$ cat config.mk
export PLATFORM = sky130hd
export DESIGN_NAME = pdbf_cfg_regs_flat
export DESIGN_NICKNAME = d
export VERILOG_FILES = /design/src/design/pdbf_pkg.sv /design/src/design/pdbf_if.sv /design/src/design/pdbf_cfg_regs.sv /design/src/flat_wrapper.sv
export SDC_FILE = /design/constraint.sdc
export NUM_CORES = 1
export LEC_CHECK = 0
export BUFFER_PORTS_ARGS = -buffer_cell sky130_fd_sc_hd__buf_2
export CAP_MARGIN = 20
export CORE_MARGIN = 5
export CORE_UTILIZATION = 49
export DETAILED_ROUTE_END_ITERATION = 6
export PLACE_DENSITY = 0.9
export SLEW_MARGIN = 20
export SYNTH_ARGS = -nofsm -noshare
export SYNTH_HDL_FRONTEND = slang
export SYNTH_SLANG_ARGS = --single-unit
$ cat constraint.sdc
create_clock -name clk_i -period 1.49 [get_ports clk_i]
set_input_delay 0.149 -clock clk_i [delete_from_list [all_inputs] [get_ports clk_i]]
set_output_delay 0.149 -clock clk_i [all_outputs]
set_load 0.005 [all_outputs]
$ cat src/design/pdbf_pkg.sv
package pdbf_pkg;

  // Frame store geometry
  localparam int unsigned STORE_BYTES = 65536;
  localparam int unsigned STORE_AW    = $clog2(STORE_BYTES);

  // Field widths
  localparam int unsigned CMD_W      = 2;
  localparam int unsigned COORD_W    = 12;
  localparam int unsigned DIM_W      = 11;
  localparam int unsigned BYTE_W     = 8;
  localparam int unsigned BADDR_W    = 16;
  localparam int unsigned CFG_IDX_W  = 2;
  localparam int unsigned CFG_DATA_W = 11;

  // Clip arithmetic: box coordinates plus headroom for the signed sums
  localparam int unsigned CLIP_W = 14;
  // Pixel index: row * line width + column, below 2^(2*DIM_W)
  localparam int unsigned PIX_W  = 2 * DIM_W;

  localparam logic [PIX_W-1:0] STORE_LIMIT = PIX_W'(STORE_BYTES);

  // Register reset values
  localparam logic [DIM_W-1:0] ROW_PIXELS_RST   = DIM_W'(320);
  localparam logic [DIM_W-1:0] IMAGE_HEIGHT_RST = DIM_W'(200);

  // Nibble masks
  localparam logic [BYTE_W-1:0] NIB_LO_MASK = 8'h0f;
  localparam logic [BYTE_W-1:0] NIB_HI_MASK = 8'hf0;

  typedef enum logic [CMD_W-1:0] {
    CMD_FILL  = 2'd0,
    CMD_READ  = 2'd1,
    CMD_WRITE = 2'd2
  } cmd_e;

  typedef enum logic [CFG_IDX_W-1:0] {
    CFG_ROW_PIXELS   = 2'd0,
    CFG_IMAGE_HEIGHT = 2'd1,
    CFG_PACKED_MODE  = 2'd2
  } cfg_idx_e;

  typedef struct packed {
    logic [DIM_W-1:0] row_pixels;
    logic [DIM_W-1:0] image_height;
    logic             packed_mode;
  } cfg_t;

  // One-port store access: read or write at a single address
  typedef struct packed {
    logic                we;
    logic                re;
    logic [STORE_AW-1:0] addr;
    logic [BYTE_W-1:0]   wdata;
  } mem_req_t;

endpackage

$ cat src/design/pdbf_if.sv


// Register write channel
interface pdbf_cfg_if;
  logic                            valid;
  logic                            ready;
  logic [pdbf_pkg::CFG_IDX_W-1:0]  index;
  logic [pdbf_pkg::CFG_DATA_W-1:0] data;

  modport source (output valid, index, data, input ready);
  modport sink   (input  valid, index, data, output ready);
endinterface

$ cat src/design/pdbf_cfg_regs.sv
module pdbf_cfg_regs (
  input  logic           clk_i,
  input  logic           rst_ni,
  pdbf_cfg_if.sink       cfg_i,
  output pdbf_pkg::cfg_t cfg_o
);
  import pdbf_pkg::*;

  cfg_t cfg_q;

  assign cfg_i.ready = 1'b1;

  // Register writes; unknown indexes are dropped
  always_ff @(posedge clk_i or negedge rst_ni) begin
    if (!rst_ni) begin
      cfg_q.row_pixels   <= ROW_PIXELS_RST;
      cfg_q.image_height <= IMAGE_HEIGHT_RST;
      cfg_q.packed_mode  <= 1'b0;
    end else if (cfg_i.valid) begin
      case (cfg_idx_e'(cfg_i.index))
        CFG_ROW_PIXELS:   cfg_q.row_pixels   <= cfg_i.data[DIM_W-1:0];
        CFG_IMAGE_HEIGHT: cfg_q.image_height <= cfg_i.data[DIM_W-1:0];
        CFG_PACKED_MODE:  cfg_q.packed_mode  <= cfg_i.data[0];
        default: ;
      endcase
    end
  end

  assign cfg_o = cfg_q;

endmodule

$ cat src/flat_wrapper.sv
// flat-port wrapper written by rule: the top's interface ports become plain ports
module pdbf_cfg_regs_flat import pdbf_pkg::*;
  (clk_i, rst_ni, cfg_o, cfg_i_valid, cfg_i_index, cfg_i_data, cfg_i_ready);
  pdbf_cfg_if cfg_i_i ();
  input  logic clk_i;
  input  logic rst_ni;
  output pdbf_pkg::cfg_t cfg_o;
  input wire logic [$bits(cfg_i_i.valid)-1:0] cfg_i_valid;
  input wire logic [$bits(cfg_i_i.index)-1:0] cfg_i_index;
  input wire logic [$bits(cfg_i_i.data)-1:0] cfg_i_data;
  output wire logic [$bits(cfg_i_i.ready)-1:0] cfg_i_ready;
  assign cfg_i_i.valid = cfg_i_valid;
  assign cfg_i_i.index = cfg_i_index;
  assign cfg_i_i.data = cfg_i_data;
  assign cfg_i_ready = cfg_i_i.ready;
  pdbf_cfg_regs u_core (.clk_i(clk_i), .rst_ni(rst_ni), .cfg_i(cfg_i_i), .cfg_o(cfg_o));
endmodule
==> Word level (Yosys, flattened, before mapping) <==
Index checks and enable logic that the tools add are counted.
{ "totals": {"regBits": 23, "latchBits": 0, "mem_bits_rw": 0, "romBits": 0, "out_inout_bits": 24, "wordCells": 9, "mem_count": 0} }
{ "classes": {"n_addsub": 0, "multipliers": 0, "n_div": 0, "n_lt_le_gt_ge": 0, "n_eq_ne": 2, "n_shift": 0, "muxes": 0, "bitwise_logic": 0, "n_reduce_logical": 4} }
{ "op_table": {"columns": ["cell", "n"], "rows": [
  ["$reduce_and 2->1", 3],
  ["$eq 2x1->1 const B", 1],
  ["$eq 2x2->1 const B", 1],
  ["$logic_not 2->1", 1]
]} }

==> Longest topological paths before layout <==
Gate-level depths: netlist of run 1.
{ "depth": {"depth_word": 2, "mapped_depth": 3, "ltp_nobuf": 2} }

==> Least setup slack after synthesis of run 1 <==
No wires, ideal clock.
{ "synth_timing": {"path_kind": "input port to flip-flop", "from": "input cfg_i_index[0]", "to": "register u_core.cfg_q, in the netlist u_core.cfg_o[12]", "arrival_ns": 0.855, "required_ns": 1.365, "slack_ns": 0.510, "stages": 3, "cell_sequence": "nor3b_2 > buf_4 > mux2_2"} }
{ "synth_via": {"elab_chain_cells": 2} }
{ "synth_rtl": {"columns": ["element", "line", "source"], "rows": [
  ["start: declaration", "flat_wrapper.sv:9", "input wire logic [$bits(cfg_i_i.index)-1:0] cfg_i_index;"],
  ["$logic_not 2->1", "pdbf_cfg_regs.sv:20", "case (cfg_idx_e'(cfg_i.index))"],
  ["$reduce_and 2->1 (no source line)", null, null],
  ["end: declaration", "pdbf_cfg_regs.sv:9", "cfg_t cfg_q;"]
]} }
No other way between the ends.
A chain may end at the register's enable or synchronous reset.

==> Worst setup path in the final report of run 1 <==
{ "layout_timing": {"from": "register u_core.cfg_q, in the netlist u_core.cfg_o[18]", "to": "output cfg_o[18] in the netlist's numbering"} }
{ "layout_lines": {"columns": ["element", "line", "source"], "rows": [
  ["end: declaration", "flat_wrapper.sv:7", "output pdbf_pkg::cfg_t cfg_o;"]
]} }
No word-level cell between the ends.

==> results.md, run 1 <==
* Clock latency on the worst-skew pair at 0.30 ns
* Grt ovf at 0
* # clock sinks at 23
* Antenna violations before repair at 0
* Routed vias at 581
* Largest net degree at the start of global routing at 24
* Final net count at 112
* DP HPWL at 1.45 mm
* Clock Tree Root: clkbuf_4
* Sequential cell area at 582 um^2
* Initial cell density of the core at 0.530
* H-tree Lvls at 1
* First drt pass iteration count at 4
* Fin crit period at 1.11 ns
* Most frequent cells in the layout: 38 x buf_2, 18 x dfrtp_1, 13 x mux2_2
* Critical path data arrival time at 0.96 ns
* Worst clock skew at 0 ns
* DIE HEIGHT at 53.7 um
* CP max stage delay at 0.55 ns
* Total CTS buffers at 3
* Placer congestion estimate at 0.714
* Top-Level Pins at 40
* CTS max path bufs at 2
* Buffers on Ports at 38
* WL per Instance at 15.6 um
* Number of global-route vias before repair at 629
* Syn Inst Count at 53
* FP Rows at 15
* Total core area at 0.00176 mm^2
* Drt drc at 0
* Non-filler cells, final at 120
* Ys Warns at 0
* RSZ-0062 raised after global routing: no
* Synthesized area at 936 um^2
* Commonest non-fill, non-tap cell in the layout: buf_2
* Worst path cell trace: buf_2
* CP bufs+invs at 1
* Area leader, netlist: dfrtp_1
* Register bit total from synthesis at 23
* Placed Instances at 115
* Drt via density at 4.84
* Final Core Density at 0.670
* Final Max Slew Viols at 0
* Final Setup Violations at 0
* Average instance area after synthesis at 17.7 um^2
* Fmax at 904 MHz
* Crit path max fanout at 2
* Crit share post-route at 0.742
* Area occupied by multi-input gates at 328 um^2
* Layout area overhead at 26.3%
* Postcts setup bufs at 0
* Antenna fix cells at 0
* Synth top area share at 0.481
* Setup_tns at 0 ns
* Syn nets at 69
* CTS tree: built
* Number of flip-flops under the largest register name at 23
* ANT nets after route at 0
* Tot GR Track Use at 0.136
* PwrDens at 1220 mW/mm^2
* Ranking of synthesized cells by area: dfrtp_1 48%, mux2_4 16%, mux2_2 16%, dfstp_2 14%, buf_4 1.6%
* Max Cap Viol at 0
* Kind of critical path: reg2out
* Critical path startpoint category: flip-flop
* Hold Vio Cnt, Final at 0
* Run status: completed
* Share of the yosys chip area belonging to registers at 0.622
* Max VDD drop at 0.681 mV
* Critical path required time at 1.34 ns
* Total Wirelength at 1.87 mm
* First-pass GRT wire length at 2.79 mm
* CTS clock-pin slew for the worst setup and hold paths at 0.12 ns
* Initial DRC Count at 3
* WHS at 0.0836 ns
* Die ar. at 0.00288 mm^2
* Slowest CP cell: dfstp_2
* Fill cells at 147
* Worst setup EP type: output pin
* Critical path's top delay family: flip-flops
* P_leak at 0.598 nW
* Layout cells sized above 1 at 0.758
* Width of the chip at 53.7 um
* Synth unique cells at 9
* HP Class: in2reg
[report_power, final]
part	total (mW)	switching (mW)	internal (mW)
Clock	0.279	0.174	0.104
Sequential	0.821	0.0603	0.760
Combinational	0.341	0.123	0.218
Total	1.44	0.358	1.08
[path summary, 6_finish.rpt]
check	startpoint	end	slack (ns)	depth (start not counted)
max	u_core.cfg_o[18]	cfg_o[18]	0.38	1
min reg2reg	u_core.cfg_o[21]	u_core.cfg_o[21]	0.52	1
max reg2reg	u_core.cfg_o[1]	u_core.cfg_o[1]	0.71	1
min in group asynchronous	rst_ni	u_core.cfg_o[21]	0.32	2
min	cfg_i_data[6]	u_core.cfg_o[7]	0.08	2
max in group asynchronous	rst_ni	u_core.cfg_o[7]	0.82	2
[layout make-up]
cell class,instances,share of cell area
clock buffers,4,0.0222
multi-input cells,27,0.277
flip-flops and latches,23,0.492
well taps,25,0.0265
repair buffers,41,0.182
[routing by layer]
metal	global-route usage	routed length (um)
met1	0.157	761
met2	0.244	962
met3	0.0277	139
met4	0.0511	10
met5	0	0
[cell families (layout without fill, tap and decap cells)]
| kind of cell | Yosys count | in the layout | share of synthesized area |
|---|---|---|---|
| simple gates | 3 | 3 | 0.0294 |
| mux | 23 | 23 | 0.317 |
| other cells | 1 | 1 | 0.00401 |
| buf+inv | 3 | 45 | 0.0281 |
| flops | 23 | 23 | 0.622 |
[per-stage QoR]
step	power, mW	setup WS, ns	cell area, um^2
after detailed placement	1.18	0.310	1150
after global routing	1.52	0.343	1180
final	1.44	0.384	1180
after global placement	1.16	0.372	1150
after CTS	1.46	0.366	1180
after floorplan	0.998	0.510	936
[synthesized netlist by cell type]
| library cell | instances |
|---|---|
| mux2_2 | 13 |
| dfstp_2 | 5 |
| mux2_4 | 10 |
| nand3b_1 | 2 |
| buf_4 | 2 |
| conb_1 | 1 |
| dfrtp_1 | 18 |
| buf_6 | 1 |
| nor3b_2 | 1 |
[timing repair]
action | CTS | global route
hold buffers | 1 | 0
hold endpoints to repair | 18 | 0
endpoints found under the setup margin | 0 | 0
resized for setup | 0 | 0
(Power assumes the default switching activity.)
==> inputs of run 2 (changes only) <==
--- a/config.mk
+++ b/config.mk
@@ -8,9 +8,9 @@
 export BUFFER_PORTS_ARGS = -buffer_cell sky130_fd_sc_hd__buf_2
 export CAP_MARGIN = 20
 export CORE_MARGIN = 5
-export CORE_UTILIZATION = 49
+export CORE_UTILIZATION = 41
 export DETAILED_ROUTE_END_ITERATION = 6
-export PLACE_DENSITY = 0.9
+export PLACE_DENSITY = 0.81
 export SLEW_MARGIN = 20
 export SYNTH_ARGS = -nofsm -noshare
 export SYNTH_HDL_FRONTEND = slang
==> constraint.sdc (replaced) <==
create_clock -name clk_i -period 0.89 [get_ports clk_i]
set_input_delay 0.089 -clock clk_i [delete_from_list [all_inputs] [get_ports clk_i]]
set_output_delay 0.089 -clock clk_i [all_outputs]
set_load 0.005 [all_outputs]
==> run 2 against run 1 <==
Power is 79% higher. Critical endpoint is now cfg_o[20]. Final cell count increased by 14%. Non-clock buffer count is 14 higher. The run now ends with negative setup slack left. Register-to-register slack got worse by 0.70 ns. Global-route usage decreased by 1.1 points. Routed wire length increased by 3.7%.
==> results.md, run 2 (synthesized netlist as in run 1, its figures left out) <==
* Hold Crit Start: cfg_i_data[2]
* First-pass GRT wire length at 3.12 mm
* Run status: finished, violations left
* Number of flip-flops under the largest register name at 23
* Final Worst Setup Slack at -0.155 ns
* Tot GR Track Use at 0.125
* Setup_tns at -1.25 ns
* Crit share post-route at 1.17
* Width of the chip at 57.8 um
* Fin crit period at 1.05 ns
* FP Rows at 17
* CTS tree: built
* WL per Instance at 14.2 um
* DR WL met3 at 146 um
* RSZ-0062 raised after global routing: yes
* First drt pass iteration count at 4
* Initial cell density of the core at 0.427
* Top-Level Pins at 40
* Sequential Power Share at 0.536
* R2R Path End: u_core.cfg_o[10]
* Final Setup Violations at 23
* Critical R2R Launch: u_core.cfg_o[10]
* Final Max Slew Viols at 0
* P_sw at 640 uW
* Crit path max fanout at 2
* Critical path's top delay family: flip-flops
* Max VDD drop at 0.874 mV
* Routed metal-1 wirelength at 768 um
* Metal2 WL at 1.01 mm
* Most frequent cells in the layout: 36 x buf_2, 18 x dfrtp_1, 13 x mux2_2
* Total core area at 0.00219 mm^2
* Switching part of the total power at 0.249
* Fill cells at 181
* Placer congestion estimate at 0.722
* Die ar. at 0.00334 mm^2
* Final net count at 126
* DR top layer: met4
* Total Wirelength at 1.94 mm
* PwrDens at 1940 mW/mm^2
* Antenna violations before repair at 0
* Placement Cell Area at 0.00117 mm^2
* ANT nets after route at 0
* Drt drc at 0
* DP HPWL at 1.43 mm
* Drt via density at 4.69
* Worst path cell trace: buf_2
* P_leak at 0.676 nW
* Register-to-Register Path Depth at 2
* Slowest CP cell: dfstp_2
* Internal Power at 1.93 mW
* Final instance area at 0.00133 mm^2
* WHS at 0.0251 ns
* CTS max path bufs at 2
* Post-route total power at 2.57 mW
* Routed vias at 643
* Worst clock skew at 0 ns
* Clock latency on the worst-skew pair at 0.30 ns
* Final Core Density at 0.607
* Hold depth at 2
* Commonest non-fill, non-tap cell in the layout: buf_2
* Critical path required time at 0.80 ns
* Layout cells sized above 1 at 0.761
* FF-to-FF setup slack at 0.01 ns
* HP Class: in2reg
* Slew @ Worst Pin at 0.509 ns
* Critical path data arrival time at 0.96 ns
* DIE HEIGHT at 57.8 um
* Total CTS buffers at 3
* Part of the power in the clock network at 0.181
* CP max stage delay at 0.55 ns
* CP bufs+invs at 1
* Layout area overhead at 42.0%
* Initial DRC Count at 7
* Fmax at 957 MHz
* Kind of critical path: reg2out
* Slew Limit Headroom at 0.661
* Clock Tree Root: clkbuf_4
* Failing checks: negative setup slack
* Hold Vio Cnt, Final at 0
* Combinational share of power at 0.284
* Sequential cell area at 582 um^2
* Area occupied by multi-input gates at 334 um^2
* Largest net degree at the start of global routing at 24
* Number of global-route vias before repair at 671
* CTS clock-pin slew for the worst setup and hold paths at 0.12 ns
* # clock sinks at 23
* H-tree Lvls at 1
* Critical path startpoint category: flip-flop
* Worst setup EP type: output pin
* Max Cap Viol at 0
* Hold-critical path endpoint: u_core.cfg_o[3]
* Grt ovf at 0
* Antenna fix cells at 0
* Buffers on Ports at 38
[run 2: how the worst max path moves through the flow]
| stage | from | slack (ns) | end | depth (start not counted) |
|---|---|---|---|---|
| after global routing | u_core.cfg_o[8] | -0.20 | cfg_o[8] | 1 |
| after floorplan | cfg_i_index[0] | -0.002 | u_core.cfg_o[12] | 3 |
| after CTS | u_core.cfg_o[20] | -0.18 | cfg_o[20] | 1 |
| after global placement | cfg_i_index[0] | -0.15 | u_core.cfg_o[14] | 4 |
| final | u_core.cfg_o[20] | -0.16 | cfg_o[20] | 1 |
| after detailed placement | cfg_i_index[0] | -0.17 | u_core.cfg_o[17] | 4 |
[run 2: layer usage]
| layer | GRT usage | up-vias |
|---|---|---|
| met4 | 0.0596 | 0 |
| met5 | 0 | - |
| met1 | 0.145 | 322 |
| li1 | - | 296 |
| met3 | 0.0379 | 2 |
| met2 | 0.210 | 23 |
[run 2: repair_timing]
item                                   4_1_cts  5_1_grt
gates resized for setup                      0        4
endpoints found under the hold margin       18        7
setup buffers                                8        0
hold buffers                                 1        4
setup endpoints to repair                   23       26
[run 2: metrics by stage]
| stage | setup slack (ns) | std cells |
|---|---|---|
| finish | -0.155 | 137 |
| global route | -0.204 | 137 |
| CTS | -0.181 | 133 |
| detailed placement | -0.166 | 120 |
| global placement | -0.152 | 120 |
| floorplan | -0.00223 | 53 |
[run 2: power by group through the flow]
stage	Combinational [mW]	Sequential (mW)	Clock [mW]
global route	0.790	1.41	0.552
global placement	0.577	1.38	0
detailed placement	0.588	1.40	0
floorplan	0.266	1.41	0
CTS	0.698	1.37	0.501
finish	0.730	1.38	0.465
[run 2: layout make-up]
class / count / share of cell area
Sequential cell: 23 / 0.438
Clock buffer: 3 / 0.0169
Tap cell: 28 / 0.0264
Multi-Input combinational cell: 27 / 0.251
Timing Repair Buffer: 55 / 0.264
Clock inverter: 1 / 0.00377
