**config.mk**
```make
export PLATFORM = sky130hd
export DESIGN_NAME = pdbf_engine_flat
export DESIGN_NICKNAME = d
export VERILOG_FILES = /design/src/design/pdbf_pkg.sv /design/src/design/pdbf_if.sv /design/src/design/pdbf_engine.sv /design/src/flat_wrapper.sv
export SDC_FILE = /design/constraint.sdc
export NUM_CORES = 1
export LEC_CHECK = 0
export BUFFER_PORTS_ARGS = -buffer_cell sky130_fd_sc_hd__buf_4
export CAP_MARGIN = 0
export CORE_MARGIN = 4
export CORE_UTILIZATION = 55
export CTS_BUF_LIST = sky130_fd_sc_hd__clkbuf_8 sky130_fd_sc_hd__clkbuf_16
export DETAILED_ROUTE_END_ITERATION = 10
export GPL_ROUTABILITY_DRIVEN = 0
export PLACE_DENSITY = 0.74
export SYNTH_ARGS = -nofsm -noshare
export SYNTH_HDL_FRONTEND = slang
export SYNTH_SLANG_ARGS = --single-unit
```
**constraint.sdc**
```tcl
create_clock -name clk_i -period 6.9 [get_ports clk_i]
set_clock_uncertainty 0.15 [all_clocks]
set_input_delay 1.035 -clock clk_i [delete_from_list [all_inputs] [get_ports clk_i]]
set_output_delay 1.035 -clock clk_i [all_outputs]
set_load 0.05 [all_outputs]
```
**src/design/pdbf_pkg.sv**
```systemverilog
package pdbf_pkg;

  // Frame store geometry
  localparam int unsigned STORE_BYTES = 65536;
  localparam int unsigned STORE_AW    = $clog2(STORE_BYTES);

  // Field widths
  localparam int unsigned CMD_W      = 2;
  localparam int unsigned COORD_W    = 12;
  localparam int unsigned DIM_W      = 11;
  localparam int unsigned BYTE_W     = 8;
  localparam int unsigned BADDR_W    = 16;
  localparam int unsigned CFG_IDX_W  = 2;
  localparam int unsigned CFG_DATA_W = 11;

  // Clip arithmetic: box coordinates plus headroom for the signed sums
  localparam int unsigned CLIP_W = 14;
  // Pixel index: row * line width + column, below 2^(2*DIM_W)
  localparam int unsigned PIX_W  = 2 * DIM_W;

  localparam logic [PIX_W-1:0] STORE_LIMIT = PIX_W'(STORE_BYTES);

  // Register reset values
  localparam logic [DIM_W-1:0] ROW_PIXELS_RST   = DIM_W'(320);
  localparam logic [DIM_W-1:0] IMAGE_HEIGHT_RST = DIM_W'(200);

  // Nibble masks
  localparam logic [BYTE_W-1:0] NIB_LO_MASK = 8'h0f;
  localparam logic [BYTE_W-1:0] NIB_HI_MASK = 8'hf0;

  typedef enum logic [CMD_W-1:0] {
    CMD_FILL  = 2'd0,
    CMD_READ  = 2'd1,
    CMD_WRITE = 2'd2
  } cmd_e;

  typedef enum logic [CFG_IDX_W-1:0] {
    CFG_ROW_PIXELS   = 2'd0,
    CFG_IMAGE_HEIGHT = 2'd1,
    CFG_PACKED_MODE  = 2'd2
  } cfg_idx_e;

  typedef struct packed {
    logic [DIM_W-1:0] row_pixels;
    logic [DIM_W-1:0] image_height;
    logic             packed_mode;
  } cfg_t;

  // One-port store access: read or write at a single address
  typedef struct packed {
    logic                we;
    logic                re;
    logic [STORE_AW-1:0] addr;
    logic [BYTE_W-1:0]   wdata;
  } mem_req_t;

endpackage

```
**src/design/pdbf_if.sv**
```systemverilog
// Command item channel
interface pdbf_cmd_if;
  logic                                valid;
  logic                                ready;
  logic [pdbf_pkg::CMD_W-1:0]          command;
  logic signed [pdbf_pkg::COORD_W-1:0] box_x;
  logic signed [pdbf_pkg::COORD_W-1:0] box_y;
  logic signed [pdbf_pkg::COORD_W-1:0] box_width;
  logic signed [pdbf_pkg::COORD_W-1:0] box_height;
  logic [pdbf_pkg::BYTE_W-1:0]         fill_color;
  logic [pdbf_pkg::BADDR_W-1:0]        byte_address;
  logic [pdbf_pkg::BYTE_W-1:0]         write_byte;

  modport source (
    output valid, command, box_x, box_y, box_width, box_height,
           fill_color, byte_address, write_byte,
    input  ready
  );
  modport sink (
    input  valid, command, box_x, box_y, box_width, box_height,
           fill_color, byte_address, write_byte,
    output ready
  );
endinterface

// Result item channel
interface pdbf_res_if;
  logic                        valid;
  logic                        ready;
  logic [pdbf_pkg::BYTE_W-1:0] read_byte;
  logic                        done_res;

  modport source (output valid, read_byte, done_res, input ready);
  modport sink   (input  valid, read_byte, done_res, output ready);
endinterface


```
**src/design/pdbf_engine.sv**
```systemverilog
module pdbf_engine (
  input  logic                        clk_i,
  input  logic                        rst_ni,
  pdbf_cmd_if.sink                    cmd_i,
  pdbf_res_if.source                  res_o,
  input  pdbf_pkg::cfg_t              cfg_i,
  output pdbf_pkg::mem_req_t          mem_req_o,
  input  logic [pdbf_pkg::BYTE_W-1:0] mem_rdata_i
);
  import pdbf_pkg::*;

  typedef enum logic [3:0] {
    S_IDLE,
    S_RD,
    S_RD_DATA,
    S_WR,
    S_CLIP_LO,
    S_CLIP_HI,
    S_CHECK,
    S_ROW,
    S_PIX,
    S_RMW,
    S_DONE
  } state_e;

  state_e                    state_q;
  logic signed [CLIP_W-1:0]  x_q, y_q, w_q, h_q;
  logic [BYTE_W-1:0]         color_q;
  logic [PIX_W-1:0]          addr_q;
  logic [BYTE_W-1:0]         wbyte_q;
  logic [PIX_W-1:0]          base_q, i_q, end_q;
  logic [DIM_W-1:0]          rows_q;
  logic                      xpar_q, ypar_q;
  logic [BYTE_W-1:0]         rd_q;
  logic                      res_valid_q;
  logic [BYTE_W-1:0]         res_byte_q;

  logic signed [CLIP_W-1:0]  lw_s, ih_s, x_end, y_end;
  logic [2*DIM_W-1:0]        row_prod;
  logic [PIX_W-1:0]          pix_addr, i_inc;
  logic                      pix_ok, addr_ok, span_edge;
  logic [3:0]                lo_nib, hi_nib, dith_nib;
  logic [BYTE_W-1:0]         pair_byte, merge_byte;

  // Clip helpers
  assign lw_s  = signed'(CLIP_W'(cfg_i.row_pixels));
  assign ih_s  = signed'(CLIP_W'(cfg_i.image_height));
  assign x_end = x_q + w_q;
  assign y_end = y_q + h_q;

  // First pixel of the top row
  assign row_prod = y_q[DIM_W-1:0] * cfg_i.row_pixels;

  // Span walk
  assign i_inc     = i_q + PIX_W'(1);
  assign pix_addr  = cfg_i.packed_mode ? (i_q >> 1) : i_q;
  assign pix_ok    = pix_addr < STORE_LIMIT;
  assign addr_ok   = addr_q < STORE_LIMIT;
  assign span_edge = i_q[0] || (i_inc == end_q);

  // Colour nibbles: whole bytes follow row parity, edge nibbles x xor y
  assign lo_nib     = color_q[3:0];
  assign hi_nib     = color_q[7:4];
  assign dith_nib   = (xpar_q ^ ypar_q) ? hi_nib : lo_nib;
  assign pair_byte  = ypar_q ? {lo_nib, hi_nib} : {hi_nib, lo_nib};
  assign merge_byte = i_q[0] ? ((mem_rdata_i & NIB_LO_MASK) | {dith_nib, 4'b0000})
                             : ((mem_rdata_i & NIB_HI_MASK) | {4'b0000, dith_nib});

  // Store access for the current step
  always_comb begin
    mem_req_o.we    = 1'b0;
    mem_req_o.re    = 1'b0;
    mem_req_o.addr  = pix_addr[STORE_AW-1:0];
    mem_req_o.wdata = color_q;
    case (state_q)
      S_RD: begin
        mem_req_o.re   = 1'b1;
        mem_req_o.addr = addr_q[STORE_AW-1:0];
      end
      S_WR: begin
        mem_req_o.we    = addr_ok;
        mem_req_o.addr  = addr_q[STORE_AW-1:0];
        mem_req_o.wdata = wbyte_q;
      end
      S_PIX: begin
        if (i_q != end_q) begin
          if (!cfg_i.packed_mode) begin
            mem_req_o.we = pix_ok;
          end else if (span_edge) begin
            mem_req_o.re = 1'b1;
          end else begin
            mem_req_o.we    = pix_ok;
            mem_req_o.wdata = pair_byte;
          end
        end
      end
      S_RMW: begin
        mem_req_o.we    = pix_ok;
        mem_req_o.wdata = merge_byte;
      end
      default: ;
    endcase
  end

  assign cmd_i.ready    = (state_q == S_IDLE);
  assign res_o.valid    = res_valid_q;
  assign res_o.read_byte = res_byte_q;
  assign res_o.done_res = 1'b1;

  // Command sequencer and result register
  always_ff @(posedge clk_i or negedge rst_ni) begin
    if (!rst_ni) begin
      state_q     <= S_IDLE;
      res_valid_q <= 1'b0;
    end else begin
      // result taken; a new one posted this cycle is set in S_DONE instead
      if (res_valid_q && res_o.ready && state_q != S_DONE) begin
        res_valid_q <= 1'b0;
      end
      case (state_q)
        S_IDLE: begin
          if (cmd_i.valid) begin
            x_q     <= CLIP_W'(cmd_i.box_x);
            y_q     <= CLIP_W'(cmd_i.box_y);
            w_q     <= CLIP_W'(cmd_i.box_width);
            h_q     <= CLIP_W'(cmd_i.box_height);
            color_q <= cmd_i.fill_color;
            addr_q  <= PIX_W'(cmd_i.byte_address);
            wbyte_q <= cmd_i.write_byte;
            rd_q    <= '0;
            case (cmd_e'(cmd_i.command))
              CMD_FILL:  state_q <= S_CLIP_LO;
              CMD_READ:  state_q <= S_RD;
              CMD_WRITE: state_q <= S_WR;
              default:   state_q <= S_DONE;
            endcase
          end
        end
        S_RD:      state_q <= S_RD_DATA;
        S_RD_DATA: begin
          rd_q    <= addr_ok ? mem_rdata_i : '0;
          state_q <= S_DONE;
        end
        S_WR:      state_q <= S_DONE;
        // Negative corner: shrink the box and pin it to the edge
        S_CLIP_LO: begin
          if (x_q < 0) begin
            w_q <= w_q + x_q;
            x_q <= '0;
          end
          if (y_q < 0) begin
            h_q <= h_q + y_q;
            y_q <= '0;
          end
          state_q <= S_CLIP_HI;
        end
        // Far edges: trim to the image
        S_CLIP_HI: begin
          if (x_end >= lw_s) begin
            w_q <= lw_s - x_q;
          end
          if (y_end >= ih_s) begin
            h_q <= ih_s - y_q;
          end
          state_q <= S_CHECK;
        end
        S_CHECK: begin
          if (w_q <= 0 || h_q <= 0) begin
            state_q <= S_DONE;
          end else begin
            base_q  <= PIX_W'(row_prod) + PIX_W'(x_q[DIM_W-1:0]);
            rows_q  <= h_q[DIM_W-1:0];
            ypar_q  <= y_q[0];
            state_q <= S_ROW;
          end
        end
        S_ROW: begin
          i_q     <= base_q;
          end_q   <= base_q + PIX_W'(w_q[DIM_W-1:0]);
          xpar_q  <= x_q[0];
          state_q <= S_PIX;
        end
        S_PIX: begin
          if (i_q == end_q) begin
            if (rows_q == DIM_W'(1)) begin
              state_q <= S_DONE;
            end else begin
              rows_q  <= rows_q - DIM_W'(1);
              base_q  <= base_q + PIX_W'(cfg_i.row_pixels);
              ypar_q  <= ~ypar_q;
              state_q <= S_ROW;
            end
          end else if (!cfg_i.packed_mode) begin
            i_q <= i_inc;
          end else if (span_edge) begin
            state_q <= S_RMW;
          end else begin
            i_q <= i_q + PIX_W'(2);
          end
        end
        S_RMW: begin
          i_q     <= i_inc;
          xpar_q  <= ~xpar_q;
          state_q <= S_PIX;
        end
        S_DONE: begin
          if (!res_valid_q || res_o.ready) begin
            res_valid_q <= 1'b1;
            res_byte_q  <= rd_q;
            state_q     <= S_IDLE;
          end
        end
        default: state_q <= S_IDLE;
      endcase
    end
  end

endmodule

```
**src/flat_wrapper.sv**
```systemverilog
// flat-port wrapper written by rule: the top's interface ports become plain ports
module pdbf_engine_flat import pdbf_pkg::*;
  (clk_i, rst_ni, cfg_i, mem_req_o, mem_rdata_i, cmd_i_valid, cmd_i_command, cmd_i_box_x, cmd_i_box_y, cmd_i_box_width, cmd_i_box_height, cmd_i_fill_color, cmd_i_byte_address, cmd_i_write_byte, cmd_i_ready, res_o_valid, res_o_read_byte, res_o_done_res, res_o_ready);
  pdbf_cmd_if cmd_i_i ();
  pdbf_res_if res_o_i ();
  input  logic clk_i;
  input  logic rst_ni;
  input  pdbf_pkg::cfg_t cfg_i;
  output pdbf_pkg::mem_req_t mem_req_o;
  input  logic [pdbf_pkg::BYTE_W-1:0] mem_rdata_i;
  input wire logic [$bits(cmd_i_i.valid)-1:0] cmd_i_valid;
  input wire logic [$bits(cmd_i_i.command)-1:0] cmd_i_command;
  input wire logic [$bits(cmd_i_i.box_x)-1:0] cmd_i_box_x;
  input wire logic [$bits(cmd_i_i.box_y)-1:0] cmd_i_box_y;
  input wire logic [$bits(cmd_i_i.box_width)-1:0] cmd_i_box_width;
  input wire logic [$bits(cmd_i_i.box_height)-1:0] cmd_i_box_height;
  input wire logic [$bits(cmd_i_i.fill_color)-1:0] cmd_i_fill_color;
  input wire logic [$bits(cmd_i_i.byte_address)-1:0] cmd_i_byte_address;
  input wire logic [$bits(cmd_i_i.write_byte)-1:0] cmd_i_write_byte;
  output wire logic [$bits(cmd_i_i.ready)-1:0] cmd_i_ready;
  output wire logic [$bits(res_o_i.valid)-1:0] res_o_valid;
  output wire logic [$bits(res_o_i.read_byte)-1:0] res_o_read_byte;
  output wire logic [$bits(res_o_i.done_res)-1:0] res_o_done_res;
  input wire logic [$bits(res_o_i.ready)-1:0] res_o_ready;
  assign cmd_i_i.valid = cmd_i_valid;
  assign cmd_i_i.command = cmd_i_command;
  assign cmd_i_i.box_x = cmd_i_box_x;
  assign cmd_i_i.box_y = cmd_i_box_y;
  assign cmd_i_i.box_width = cmd_i_box_width;
  assign cmd_i_i.box_height = cmd_i_box_height;
  assign cmd_i_i.fill_color = cmd_i_fill_color;
  assign cmd_i_i.byte_address = cmd_i_byte_address;
  assign cmd_i_i.write_byte = cmd_i_write_byte;
  assign cmd_i_ready = cmd_i_i.ready;
  assign res_o_valid = res_o_i.valid;
  assign res_o_read_byte = res_o_i.read_byte;
  assign res_o_done_res = res_o_i.done_res;
  assign res_o_i.ready = res_o_ready;
  pdbf_engine u_core (.clk_i(clk_i), .rst_ni(rst_ni), .cmd_i(cmd_i_i), .res_o(res_o_i), .cfg_i(cfg_i), .mem_req_o(mem_req_o), .mem_rdata_i(mem_rdata_i));
endmodule
```
* After elaboration in Yosys (flattened, before gate mapping) *
Index checks and enable logic that the tools add are counted.

operators by class
  add/subtract/negate cells = 10
  multiply operators = 1
  $lt $le $gt $ge = 8
  equality and inequality tests = 30
  mux-type cells = 62
  bitwise logic cells = 5
  reduce and logical (&&, ||, !) cells = 29

operator list
  kind                                                                                number
  22-bit 2-to-1 mux                                                                   7
  14-bit 2-to-1 mux                                                                   10
  14-bit case mux with 3 select lines                                                 2
  22-bit by 11-bit adder with 22-bit output                                           3
  22-bit case mux with 3 select lines                                                 1
  8-bit 2-to-1 mux                                                                    7
  14-bit case mux with 2 select lines                                                 2
  22-bit == test                                                                      2
  22-bit case mux with 2 select lines                                                 1
  4-bit case mux with 9 select lines                                                  1
  11-bit 2-to-1 mux                                                                   3
  4-bit 2-to-1 mux                                                                    8
  14-bit adder                                                                        2
  14-bit by 12-bit >= comparator with 1-bit output                                    2
  14-bit by 1-bit less-or-equal comparator with 1-bit output (second input constant)  2
  14-bit by 1-bit < comparator with 1-bit output (second input constant)              2
  12-bit by 14-bit subtractor with 14-bit output                                      2
  8-bit case mux with 3 select lines                                                  1
  22-bit by 1-bit adder with 22-bit output (second input constant)                    1
  22-bit by 2-bit adder with 22-bit output (second input constant)                    1
  22-bit by 17-bit < comparator with 1-bit output (second input constant)             1
  11-bit by 11-bit multiplier with 22-bit output                                      1
  22-bit inequality test                                                              1
  11-bit case mux with 2 select lines                                                 1
  38 further kinds                                                                    81

word-level totals
  bits in registers = 188
  input port bits = 117
  output and inout bits = 37
  logic and storage cells = 162

* Logic depth before layout (Yosys ltp) *
Gate-level depths: netlist (run 1).

  word-level depth = 7
  depth in mapped cells = 21
  depth with buffers taken out = 20

* Worst setup path after synthesis (run 1) *
OpenSTA, ideal clock, no wires.

  kind = input to register
  from = input port cfg_i[16] (netlist name)
  to = register u_core.base_q[19] (data pin)
  arrival = 5.899 ns
  data required time = 6.481 ns
  slack = 0.581 ns
  stages on the path = 18
  cells stage by stage = clkbuf_1 -> nand2_1 -> fa_1 -> fa_1 -> fa_1 -> inv_1 -> fa_1 -> inv_1 -> fa_1 -> inv_1 -> ha_1 -> or4_1 -> o2111ai_1 -> a21boi_0 -> a41o_1 -> a311oi_1 -> xor2_1 -> mux2i_1

on the way
  cells in the longest elaborated chain, start to end = 4

ends and longest elaborated chain
  what                                                                                                         line                                    source
  start: declaration                                                                                           flat_wrapper.sv:8                       input pdbf_pkg::cfg_t cfg_i;
  11-bit by 11-bit multiplier with 22-bit output or 22-bit by 11-bit adder with 22-bit output (tied branches)  pdbf_engine.sv:52, pdbf_engine.sv:189
  22-bit by 11-bit adder with 22-bit output or 22-bit 2-to-1 mux (tied branches)                               pdbf_engine.sv:171, pdbf_engine.sv:185
  22-bit 2-to-1 mux (on tied branches)                                                                         pdbf_engine.sv:168, pdbf_engine.sv:184
  22-bit case mux with 2 select lines *                                                                        pdbf_engine.sv:120                      case (state_q)
  end signal: assignment                                                                                       pdbf_engine.sv:171                      base_q <= PIX_W'(row_prod) + PIX_W'(x_q[DIM_W-1:0]);
  end signal: assignment                                                                                       pdbf_engine.sv:189                      base_q <= base_q + PIX_W'(cfg_i.row_pixels);
  end: declaration                                                                                             pdbf_engine.sv:31                       logic [PIX_W-1:0] base_q, i_q, end_q;

Every way passes the cells marked *; elsewhere a longest branch is shown, timed or not. The select of a mux whose other input is x is not followed.
A chain may end at the register's enable or synchronous reset.

* Worst setup path after layout (run 1) *
  from = register u_core.y_q[1]
  to = register u_core.base_q[19] (data pin)

on the way
  cells in the longest elaborated chain, start to end = 4

ends and longest elaborated chain
  what                                            line                source
  start: declaration                              pdbf_engine.sv:27   logic signed [CLIP_W-1:0] x_q, y_q, w_q, h_q;
  start signal: assignment                        pdbf_engine.sv:124  y_q <= CLIP_W'(cmd_i.box_y);
  11-bit by 11-bit multiplier with 22-bit output  pdbf_engine.sv:52   assign row_prod = y_q[DIM_W-1:0] * cfg_i.row_pixels;
  22-bit by 11-bit adder with 22-bit output       pdbf_engine.sv:171
  22-bit 2-to-1 mux                               pdbf_engine.sv:168  if (w_q <= 0 || h_q <= 0) begin
  22-bit case mux with 2 select lines             pdbf_engine.sv:120

No other way between the ends. The select of a mux whose other input is x is not followed.

==> impl_metrics.toml, run 1 <==
[pwr]
power_density_nw_per_um2 = 415
power_mw = 8.31
leakage_nw = 8.61
ir_worst_vdd_mv = 0.347

[timing]
fmax_ghz = 0.160
slew_violations = 0
rsz0062_at_grt = "no"
whs_ns = 0.247
tns_ns = 0
setup_ws_ns = 0.641
post-route-period-util_pct = 90.7
setup_viol = 0
finalHoldViolCount = 0
tightest_slew_ns = 1.16
max-slew-margin-rel_pct = 22.7
period_needed_ns = 6.26

[logic_synthesis]
synth.distinct_cells = 82
synth_top_area_share_pct = 30.0
synthCells = 1925
ys_seq_area_share_pct = 30.7
ys_top_cells_by_count = "nand2_1 (197), inv_1 (189), edfxtp_1 (179)"
synth.most_common_cell = "nand2_1"
synth_nets = 2298
ys_async_sr_fraction_pct = 2.72
netlist_area_um2 = 17900
syn_area_per_cell_um2 = 9.30
yosys_most_used_dff = "edfxtp_1"
ys_top_cells_by_area = "edfxtp_1 (30%), ha_1 (11%), fa_1 (11%)"
ys_ff_latch = 184
synth_top_cell_by_area = "edfxtp_1"
synth_edf_count = 179
yosysWarnings = 0

[setup_path]
crit_path_start_kind = "flop"
crit_chain = "inv_1 -> nor2_1 -> ha_1 -> inv_1 -> fa_1 -> inv_1 -> ha_1 -> fa_1 -> inv_1 -> fa_1 -> inv_1 -> ha_1 -> or4_1 -> o2111ai_1 -> a21boi_0 -> a41o_1 -> a311oi_1 -> xor2_1 -> mux2i_1"
cp_max_fo = 8
r2r_cells = 19
cpPeakStageDelay_ns = 0.75
critPathKind = "reg -> reg"
worstSetupEndpoint = "u_core.base_q[19]"
path_common_cell = "inv_1"
reg2reg_to = "u_core.base_q[19]"
crit_buf_inv = 5
path_depth = 19
ff2ff_setup_slack_ns = 0.64
slowest_stage = "edfxtp_1"
crit_start = "u_core.y_q[1]"
regToRegStartpoint = "u_core.y_q[1]"
critical_path_arrival_ns = 6.31
crit_family = "adder cells"
cp.required_ns = 6.95
endpoint_kind = "flop"

[detailed_routing]
dr.pass1.iters = 6
wl_per_cell_um = 19.9
via_count = 15100
drtIter0Drc = 1567
drc = 0
antenna_left = 0
vias_per_cell = 6.07
wl_mm = 49.4

[clock_network]
clockBufferDepth = 2
cts_setup_buffers = 0
clk_latency_ns = 0.46
ctsHoldBuffers = 0
numCtsBuffers = 17
cts_root_buf = "clkbuf_16"
clock-sinks = 184
ctsResizeCount = 0
clk_pin_slew_worst_paths_ns = 0.07
cts_tree = "built"
cts_max_level = 4

[min_path]
hold_path_class = "in -> async"

[layout]
layout.nets = 2407
post_route_cells_drive_above_1_share_pct = 11.4
syn_to_final_growth_pct = 11.8
utilization_pct = 62.9
antennaDiodeCount = 0
num-fill-cells = 2697

[global_route]
grt_max_degree = 46
grt_pass1_wl_mm = 78.3
grt_antenna_before_repair = 0
track_usage_pct = 27.6
grt_pass1_vias = 14900
grt_overflow = 0

[floorplan]
die_w_um = 188
initial_core_util_pct = 56.3
coreArea_um2 = 31800
rows = 65
num_io_pins = 154
die_area_um2 = 35500
dieHeight_um = 188

[place]
dp_slack_ns = 0.326
io_buffers = 152
hpwl_mm = 38.7

[status]
status = "finished clean"

[job]
cap_viol_max_count = 0
routing by layer:
layer / vias to the layer above / global-route usage, % / part of all wire, %
met5: - / 0 / 0
met4: 0 / 12.5 / 5.0
met3: 160 / 5.45 / 8.4
met2: 732 / 44.1 / 46
met1: 7168 / 36.5 / 41
li1: 7018 / - / -
report_power, final:
group / switching (mW) / internal (mW)
sequential: 0.329 / 1.66
clock: 0.473 / 0.575
combinational: 3.18 / 2.09
total: 3.98 / 4.33
cell type report:
class	count	area (um^2)	share of cell area [%]
tap	435	544	2.72
timing repair buffer	172	1290	6.45
sequential	184	5500	27.5
clock buffer	20	467	2.33
multi-input combinational	1466	11300	56.6
clock inverter	12	155	0.775
inverter	193	724	3.62
cells by family (layout without fill, tap and decap cells):
kind of cell	after synthesis	in the layout	synth area share (%)
multiplexers	31	31	1.76
XOR/XNOR	162	162	7.93
flip-flops	184	184	30.7
AND/OR/NAND/NOR	605	605	16.1
adder cells (fa/ha/maj)	256	256	22.0
other	1	1	0.0210
AO/OA/AOI/OAI	411	411	15.4
buffers and inverters	275	397	6.06
worst min-delay path by stage:
stage | start | endpoint | slack, ns
2_1_floorplan | u_core.rd_q[0] | u_core.res_o.read_byte[0] | 0.25
3_3_place_gp | u_core.rd_q[5] | u_core.res_o.read_byte[5] | 0.25
3_5_place_dp | u_core.rd_q[1] | u_core.res_o.read_byte[1] | 0.26
4_1_cts | rst_ni | u_core.state_q[0] | 0.23
5_1_grt | rst_ni | u_core.state_q[0] | 0.23
6_report | rst_ni | u_core.res_o.valid | 0.25
metrics by stage:
stage / std cells / instance area (um^2)
floorplan: 1925 / 17900
CTS: 2482 / 20000
global placement: 2450 / 19400
detailed placement: 2450 / 19400
global route: 2482 / 20000
finish: 2482 / 20000
flip-flops by register name, summed over array words and instances (netlist names), 4 cells and up:
| register | cells |
|---|---|
| u_core.x_q | 12 |
| u_core.w_q | 14 |
| u_core.color_q | 8 |
| u_core.addr_q | 16 |
| u_core.wbyte_q | 8 |
| u_core.rd_q | 8 |
| u_core.res_o.read_byte | 8 |
| u_core.end_q | 22 |
| u_core.state_q | 4 |
| u_core.rows_q | 11 |
| u_core.base_q | 22 |
| u_core.y_q | 12 |
| u_core.i_q | 22 |
| u_core.h_q | 14 |
cells in the final DEF, fill, tap and decap left out, types with 6 or more instances in the layout:
master       n
nor4_1      15
or3_1       19
inv_1      189
nand3_1     36
a221o_1      7
buf_4      172
edfxtp_1   179
nand2_1    197
a21oi_1     77
nand4_1     12
o21a_1      19
a211oi_1    22
o221ai_1    14
nor2b_1     13
o31a_1       6
nand2b_1    20
and2_1      43
fa_1        97
nor2_1     162
a22oi_1     34
o21ai_0    111
a31oi_1     14
xnor2_1     82
xor2_1      80
and3_1      18
nor3_1      43
ha_1       159
clkbuf_16   17
mux2i_1     27
a21o_1      20
worst register-to-register path: stages, from the launching register on:
cell and delay (ns):
edfxtp_1 0.75, inv_1 0.40, nor2_1 0.21, ha_1 0.17, inv_1 0.05, fa_1 0.52
inv_1 0.04, ha_1 0.31, fa_1 0.55, inv_1 0.06, fa_1 0.52, inv_1 0.04
ha_1 0.24, or4_1 0.56, o2111ai_1 0.27, a21boi_0 0.16, a41o_1 0.32, a311oi_1 0.40
xor2_1 0.20, mux2i_1 0.08
Note: power is estimated with default switching activity, not from simulation.
==> inputs of run 2 (changes only) <==
- PLACE_DENSITY: 0.74 -> default
- PLACE_DENSITY_LB_ADDON: default -> 0.2
==> impl_metrics.toml, run 2 (synthesis results as in run 1) <==
[detailed_routing]
wl_mm = 49.6
top_layer = "met4"
vias_per_cell = 6.05
wl_per_cell_um = 20.0
via_count = 15000
drtIter0Drc = 1276
antenna_left = 0
wl_met3_mm = 4.31
dr.pass1.iters = 8
met1_length_mm = 20.3
drc = 0
routed-wl-met2_mm = 22.8

[status]
status = "finished clean"

[timing]
fmax_ghz = 0.162
post-route-period-util_pct = 89.3
tns_ns = 0
finalHoldViolCount = 0
tightest_slew_ns = 1.20
rsz0062_at_grt = "no"
setup_viol = 0
slew_violations = 0
period_needed_ns = 6.16
max-slew-margin-rel_pct = 19.9

[setup_path]
path_common_cell = "fa_1"
crit_path_start_kind = "flop"
cpPeakStageDelay_ns = 0.72
critPathKind = "reg -> reg"
slowest_stage = "edfxtp_1"
crit_chain = "inv_1 -> nor2_1 -> fa_1 -> fa_1 -> fa_1 -> fa_1 -> inv_1 -> fa_1 -> inv_1 -> ha_1 -> nand3_1 -> a21oi_1 -> a211o_1 -> o221ai_1 -> o21ai_0 -> a21oi_1 -> xor2_1 -> mux2i_1"
endpoint_kind = "flop"
cp_max_fo = 8
crit_buf_inv = 3
critical_path_arrival_ns = 6.21
crit_family = "adder cells"
cp.required_ns = 6.95

[layout]
multiInputGateArea_um2 = 11300
antennaDiodeCount = 0
final_common_cell = "nand2_1"
syn_to_final_growth_pct = 11.5
ff_latch_area_um2 = 5500
num-fill-cells = 2680
fin_area_um2 = 19900
post_route_cells_drive_above_1_share_pct = 11.4
reg_top3 = "u_core.base_q: 22 flops, u_core.end_q: 22 flops, u_core.i_q: 22 flops"
final_cell_mix = "nand2_1 (197), inv_1 (190), edfxtp_1 (179), buf_4 (172), nor2_1 (162)"
layout.nets = 2407

[clock_network]
clk_pin_slew_worst_paths_ns = 0.08
cts_setup_buffers = 0
cts_root_buf = "clkbuf_16"
clk_latency_ns = 0.47
cts_tree = "built"
clockBufferDepth = 2
cts_max_level = 4
ctsResizeCount = 0
clock-sinks = 184
numCtsBuffers = 17
ctsHoldBuffers = 0

[global_route]
grt_pass1_wl_mm = 78.3
track_usage_pct = 27.5
grt_max_degree = 46
grt_antenna_before_repair = 0
grt_pass1_vias = 14900
grt_overflow = 0

[pwr]
p_clk_share_pct = 11.7
p_seq_share_pct = 24.2
ir_worst_vdd_mv = 0.315
intPower_mw = 4.23
p_comb_share_pct = 64.1
power_density_nw_per_um2 = 413
p_sw_mw = 4.00
leakage_nw = 8.59
swShare_pct = 48.5

[floorplan]
initial_core_util_pct = 56.3
num_io_pins = 154
dieHeight_um = 188
die_area_um2 = 35500
die_w_um = 188
coreArea_um2 = 31800
rows = 65

[min_path]
hold_path_class = "in -> async"

[place]
hpwl_mm = 39.0
postPlaceCellArea_um2 = 19400
io_buffers = 152

[job]
cap_viol_max_count = 0
==> run 2: cell count changes in the layout (fill, tap and decap cells not counted) <==
cell	change
bufinv_16	-2
clkinv_2	+3
clkbuf_8	-2
clkinvlp_4	-1
inv_1	+1
inv_8	+1
==> run 2: cell type report <==
type / count / share of cell area [%]
clock inverter: 14 / 0.590
clock buffer: 18 / 2.20
tap: 435 / 2.73
timing repair buffer: 172 / 6.47
multi-input combinational: 1466 / 56.8
inverter: 193 / 3.63
sequential: 184 / 27.6
==> run 2: per-layer routing <==
layer	vias up	track usage, %
li1	7002	-
met1	7176	35.7
met2	703	45.0
met3	143	6.26
met4	0	11.0
met5	-	0
==> run 2: metrics by stage <==
step                      power [mW]  setup slack, ns  instances  hold slack (ns)  utilization [%]
final                           8.23            0.735       2482            0.231             62.7
after global placement          7.07            0.502       2450            0.251             61.0
after detailed placement        7.22            0.396       2450            0.256             61.0
after CTS                       8.21            0.796       2482            0.218             62.7
after floorplan                 5.90            0.581       1925            0.250                -
after global routing            8.93            0.481       2482            0.215             62.7
==> run 2: path summary, 6_finish.rpt <==
| kind | startpoint | endpoint | slack, ns | depth (start not counted) |
|---|---|---|---|---|
| worst max-delay path | u_core.y_q[1] | u_core.base_q[20] | 0.74 | 18 |
| worst min-delay path | rst_ni | u_core.res_o.valid | 0.23 | 1 |
| worst max register to register | u_core.y_q[1] | u_core.base_q[20] | 0.74 | 18 |
| worst min register to register | u_core.rd_q[5] | u_core.res_o.read_byte[5] | 0.27 | 0 |
| max in group asynchronous | rst_ni | u_core.state_q[0] | 6.22 | 1 |
| min in group clk_i | u_core.rd_q[5] | u_core.res_o.read_byte[5] | 0.27 | 0 |
==> run 2: power groups by stage <==
stage               logic [mW]  clock network, mW  registers [mW]
floorplan                 4.10                  0            1.80
global placement          5.07                  0            2.00
detailed placement        5.21                  0            2.01
CTS                       5.25              0.973            1.98
global route              5.88               1.03            2.02
finish                    5.28              0.960            1.99
